$ cat src/rtl/core/ibce_pkg.sv
// ----------------------------------------------------------------------------
// ibce_pkg
// Shared widths, register indexes, lane control and helpers for the IMU bias
// calibration and smoothing filter.
// ----------------------------------------------------------------------------
package ibce_pkg;

  localparam int CAL_SAMPLES = 500;
  localparam int CAL_W       = 16;
  localparam int CAL_HALF    = CAL_SAMPLES / 2;

  localparam int AXES        = 6;
  localparam int SMP_W       = 16;
  localparam int SUM_W       = 32;
  localparam int OFF_W       = 18;
  localparam int OUT_W       = 18;
  localparam int FILT_W      = 34;
  localparam int FRAC_W      = 16;
  localparam int BETA_W      = 16;
  localparam int GRAV_W      = 15;
  localparam int RND_HALF    = 1 << (FRAC_W - 1);

  localparam int DIV_STEPS   = 1;
  localparam int DIV_CNT_W   = $clog2(DIV_STEPS + 2);

  // average by reciprocal multiply: dividend below 2^DVD_W, exact floor
  localparam int DVD_W       = $clog2(longint'(CAL_SAMPLES) * (longint'(1) <<< (SMP_W - 1))
                                      + CAL_HALF + 1);
  localparam int RCP_SH      = DVD_W + $clog2(CAL_SAMPLES);
  localparam int RCP_W       = DVD_W + 1;
  localparam logic [RCP_W-1:0] DIV_RCP =
    RCP_W'(((longint'(1) <<< RCP_SH) + CAL_SAMPLES - 1) / CAL_SAMPLES);

  localparam int CFG_IDX_W   = 8;
  localparam int CFG_DATA_W  = 16;

  localparam logic [CFG_IDX_W-1:0] REG_BETA = CFG_IDX_W'(0);
  localparam logic [CFG_IDX_W-1:0] REG_GRAV = CFG_IDX_W'(1);

  localparam logic [BETA_W-1:0] BETA_RESET = BETA_W'(6554);
  localparam logic [GRAV_W-1:0] GRAV_RESET = GRAV_W'(16384);

  localparam int AXIS_ACCEL_X = 0;
  localparam int AXIS_ACCEL_Y = 1;
  localparam int AXIS_ACCEL_Z = 2;
  localparam int AXIS_GYRO_X  = 3;
  localparam int AXIS_GYRO_Y  = 4;
  localparam int AXIS_GYRO_Z  = 5;

  typedef logic signed [SMP_W-1:0]  smp_t;
  typedef logic signed [OUT_W-1:0]  out_t;
  typedef logic signed [FILT_W-1:0] filt_t;

  typedef enum logic [1:0] {
    PH_CAL,
    PH_DIV,
    PH_RUN
  } phase_t;

  typedef struct packed {
    logic acc_en;
    logic div_load;
    logic div_step;
    logic div_done;
    logic filt_en;
  } lane_ctl_t;

  typedef struct packed {
    out_t smooth_accel_x;
    out_t smooth_accel_y;
    out_t smooth_accel_z;
    out_t smooth_gyro_x;
    out_t smooth_gyro_y;
    out_t smooth_gyro_z;
  } res_t;

  // round filter state to counts, saturate to the output range
  function automatic out_t round_out(input filt_t f);
    logic signed [FILT_W:0]        r;
    logic signed [FILT_W-FRAC_W:0] q;
    r = (FILT_W+1)'(f) + (FILT_W+1)'(RND_HALF);
    q = r[FILT_W:FRAC_W];
    if (&q[FILT_W-FRAC_W:OUT_W-1] || ~|q[FILT_W-FRAC_W:OUT_W-1]) begin
      return q[OUT_W-1:0];
    end else if (q[FILT_W-FRAC_W]) begin
      return {1'b1, {(OUT_W-1){1'b0}}};
    end else begin
      return {1'b0, {(OUT_W-1){1'b1}}};
    end
  endfunction

endpackage

$ cat src/rtl/core/ibce_merge.sv
// ----------------------------------------------------------------------------
// ibce_merge
// Collects the six lane filter values into one result beat, with an output
// register and a skid register, and rounds them to counts.
// ----------------------------------------------------------------------------
module ibce_merge import ibce_pkg::*; (
  input  logic  clk,
  input  logic  rst_n,
  input  logic  up_valid,
  output logic  up_ready,
  input  filt_t up_filt [AXES],
  output logic  dn_valid,
  input  logic  dn_ready,
  output res_t  dn_res
);

  filt_t main_r [AXES];
  filt_t skid_r [AXES];
  logic  main_v_r;
  logic  skid_v_r;
  logic  up_acc;
  logic  drain;

  assign up_ready = !skid_v_r;
  assign up_acc   = up_valid && up_ready;
  assign drain    = !main_v_r || dn_ready;
  assign dn_valid = main_v_r;

  always_ff @(posedge clk) begin
    if (!rst_n) begin
      main_v_r <= 1'b0;
      skid_v_r <= 1'b0;
    end else if (drain) begin
      main_v_r <= skid_v_r || up_acc;
      skid_v_r <= 1'b0;
    end else if (up_acc) begin
      skid_v_r <= 1'b1;
    end
  end

  always_ff @(posedge clk) begin
    if (drain) begin
      main_r <= skid_v_r ? skid_r : up_filt;
    end else if (up_acc) begin
      skid_r <= up_filt;
    end
  end

  assign dn_res.smooth_accel_x = round_out(main_r[AXIS_ACCEL_X]);
  assign dn_res.smooth_accel_y = round_out(main_r[AXIS_ACCEL_Y]);
  assign dn_res.smooth_accel_z = round_out(main_r[AXIS_ACCEL_Z]);
  assign dn_res.smooth_gyro_x  = round_out(main_r[AXIS_GYRO_X]);
  assign dn_res.smooth_gyro_y  = round_out(main_r[AXIS_GYRO_Y]);
  assign dn_res.smooth_gyro_z  = round_out(main_r[AXIS_GYRO_Z]);

endmodule

$ cat config.mk
export PLATFORM = sky130hd
export DESIGN_NAME = ibce_merge
export DESIGN_NICKNAME = d
export VERILOG_FILES = /design/src/rtl/core/ibce_pkg.sv /design/src/rtl/core/ibce_merge.sv
export SDC_FILE = /design/constraint.sdc
export NUM_CORES = 1
export LEC_CHECK = 0
export BUFFER_PORTS_ARGS = -buffer_cell sky130_fd_sc_hd__buf_2
export CAP_MARGIN = 15
export CORE_MARGIN = 2
export CORE_UTILIZATION = 57
export DETAILED_ROUTE_END_ITERATION = 8
export PLACE_DENSITY = 0.95
export SETUP_SLACK_MARGIN = 0.15
export SYNTH_ARGS = -nofsm -noshare
export SYNTH_HDL_FRONTEND = slang
export SYNTH_SLANG_ARGS = --single-unit
$ cat constraint.sdc
create_clock -name clk -period 27 [get_ports clk]
set_input_delay 5.4 -clock clk [delete_from_list [all_inputs] [get_ports clk]]
set_output_delay 5.4 -clock clk [all_outputs]
set_load 0.02 [all_outputs]
==> key figures <==
Outcome
  – Outcome: finished, final reports clean

Detailed routing
  – Initial drt markers: 593
  – Vias per cell: 5.75
  – Vias: 7687
  – Routed len/inst: 18.5 um
  – TritonRoute pass-1 iters: 5
  – Post-Route WL: 24700 um
  – DRC viols: 0
  – ANT nets after route: 0

Finish
  – Final net count: 1273
  – Share of layout cells above drive strength 1: 37.3%
  – Area growth, synth to finish: 19.9%

Timing
  – Final hold vios: 0
  – Minimum clock period: 8.36 ns
  – Unrepaired setup endpoints after global routing: false
  – Final slew viol count: 0
  – Fin crit share: 31.0%
  – Worst slew pin tran: 1.04 ns
  – Max transition margin: 30.8%
  – Final setup viols: 0
  – Clock Skews: 0.00691 ns
  – Setup TNS Final: 0 ns
  – Highest clock rate: 120 MHz

Setup path
  – Worst Setup SP: main_r[89]
  – Crit end category: primary output
  – Cell family with most CP delay: simple AND/OR/NAND/NOR gates
  – Setup crit start kind: flip-flop
  – FF-to-FF Start: dn_valid
  – Worst Reg2Reg Path Length in Cells: 3
  – Max FO, Critical Path: 16
  – Crit-path slowest cell: nor4_1
  – WP depth: 5
  – Buf/Inv on CP: 1
  – CP required: 21.60 ns
  – CP peak stage delay: 0.59 ns
  – Critical path arrival: 2.97 ns
  – Cell Chain, Critical Path: nand4_1, nor4_1, nand4_1, o21ai_0, buf_2
  – Crit Path Class: flip-flop to primary output
  – CP most frequent cell: nand4_1

Clocking
  – CTS buffer count: 24
  – CTS clk-pin slew, worst paths: 0.06 ns
  – CTS tree: yes
  – # clock sinks: 230
  – Post_cts resized: 0
  – Postcts setup bufs: 0
  – Clock Path Buffers: 3
  – Root buf cell: clkbuf_16
  – CTS H-Tree Depth: 1
  – CTS Hold Bufs: 0
  – Clock Latency Late Sink: 0.51 ns

Synth
  – Top cells by count, synth: edfxtp_1, mux2_2, nand2_1
  – Syn nets: 1039
  – Synth top area share: 61.9%
  – Syn Inst Count: 825
  – Top post-synthesis cells by area: edfxtp_1, mux2_2, xor2_1, xnor2_1, nand2_1
  – Sequential area share after synthesis: 62.3%
  – Leading cell type by number of instances after synthesis: edfxtp_1
  – Syn Std Cell Area: 0.0111 mm^2
  – Unique masters post-synth: 54
  – Post-synth ARST share: 0%
  – Yosys warning count: 0
  – Top FF cell, synth: edfxtp_1
  – Yosys top cell by area: edfxtp_1
  – Synth Register Bits: 230
  – Syn_area_per_cell: 13.4 um^2
  – Post-synth EDFFs: 228

Worst hold path
  – Hold wc startpoint: skid_r[55]
  – Hold Path Class: flip-flop to flip-flop
  – Hold Crit Depth: 1

Run
  – Max cap viols: 0

Global route
  – Global-route wire length before repair: 38500 um
  – Largest net degree at the start of global routing: 79
  – Initial antenna violation count: 1
  – Number of global-route vias before repair: 7783
  – Gr usage total: 23.5%
  – Overflow after GRT: 0

Placement
  – IO Port Bufs: 227
  – Final HPWL DP: 17100 um
  – GPL Wtd Cong: 0.809

Power and ir drop
  – Pleak: 4.91 nW
  – Post-layout power: 0.854 mW
  – Peak VDD IR: 0.0583 mV
  – Power per cell area: 64.4 mW/mm^2

Die
  – Area of the die: 0.0205 mm^2
  – Die width: 143 um
  – Core box area: 0.0189 mm^2
  – Core Rows: 50
  – I/O pin cnt: 318
  – Initial core utilization: 58.5%
  – Die Span Y: 143 um
-- registers in the layout (all words and copies together), names as in the netlist --
| name | cells |
|---|---|
| dn_valid | 1 |
| skid_v_r | 1 |
| skid_r | 114 |
| main_r | 114 |
-- layer usage --
| layer | global-route usage (%) | share of wire [%] | vias up |
|---|---|---|---|
| met5 | 0 | 0 | - |
| li1 | - | - | 3616 |
| met1 | 28.5 | 39 | 3676 |
| met3 | 6.13 | 8.5 | 61 |
| met4 | 6.97 | 2.6 | 0 |
| met2 | 41.4 | 50 | 334 |
-- layout make-up --
| cell class | count | area [um^2] |
|---|---|---|
| inverters | 17 | 63.8 |
| multi-input cells | 553 | 4020 |
| well taps | 260 | 325 |
| fillers | 1238 | 5630 |
| flip-flops and latches | 230 | 6890 |
| repair buffers | 233 | 1180 |
| clock inverters | 12 | 133 |
| clock buffers | 31 | 648 |
| diodes | 1 | 2.50 |
-- worst paths after layout --
check        slack (ns)          to
max               18.64  dn_res[42]
min                0.54  main_r[55]
max reg2reg       24.64  skid_r[55]
min reg2reg        0.54  main_r[55]
-- logic make-up after synthesis --
kind of cell / after synthesis / synth area share [%]
and+or+nand+nor: 251 / 12.2
DFF: 230 / 62.3
muxes: 117 / 11.9
AOI/OAI and AO/OA: 98 / 5.03
xor gates and xnor gates: 81 / 6.48
buffers and inverters: 42 / 1.49
adders and majority gates: 6 / 0.679
-- per-stage QoR --
step	cell area (um^2)	hold slack [ns]	cells	worst slack, ns	util (%)
floorplan	11100	0.523	825	9.50	-
global placement	12500	0.525	1293	19.27	66.1
detailed placement	12500	0.531	1293	19.28	66.1
CTS	13300	0.547	1336	18.71	70.2
global route	13300	0.558	1337	18.39	70.2
finish	13300	0.544	1337	18.64	70.2
-- layout by cell type (no fill, tap or decap), drive strengths merged, types with 3 or more instances in the layout --
| cell | Yosys | final |
|---|---|---|
| a21boi | 3 | 3 |
| a21oi | 32 | 32 |
| a31oi | 7 | 7 |
| and3 | 23 | 23 |
| and4 | 10 | 10 |
| buf | 6 | 233 |
| bufinv | 0 | 3 |
| clkbuf | 19 | 31 |
| clkinv | 0 | 8 |
| edfxtp | 228 | 228 |
| ha | 6 | 6 |
| inv | 17 | 17 |
| mux2 | 115 | 115 |
| nand2 | 69 | 69 |
| nand3 | 44 | 44 |
| nand4 | 29 | 29 |
| nor2 | 41 | 41 |
| nor3 | 11 | 11 |
| nor3b | 3 | 3 |
| nor4 | 7 | 7 |
| o21ai | 39 | 39 |
| o22ai | 3 | 3 |
| xnor2 | 31 | 31 |
| xor2 | 50 | 50 |
-- where the power goes --
| part | switching [mW] | internal, mW |
|---|---|---|
| Clock | 0.131 | 0.197 |
| Combinational | 0.0567 | 0.0388 |
| Sequential | 0.0160 | 0.414 |
No activity file was read; power rests on OpenSTA's default activity.
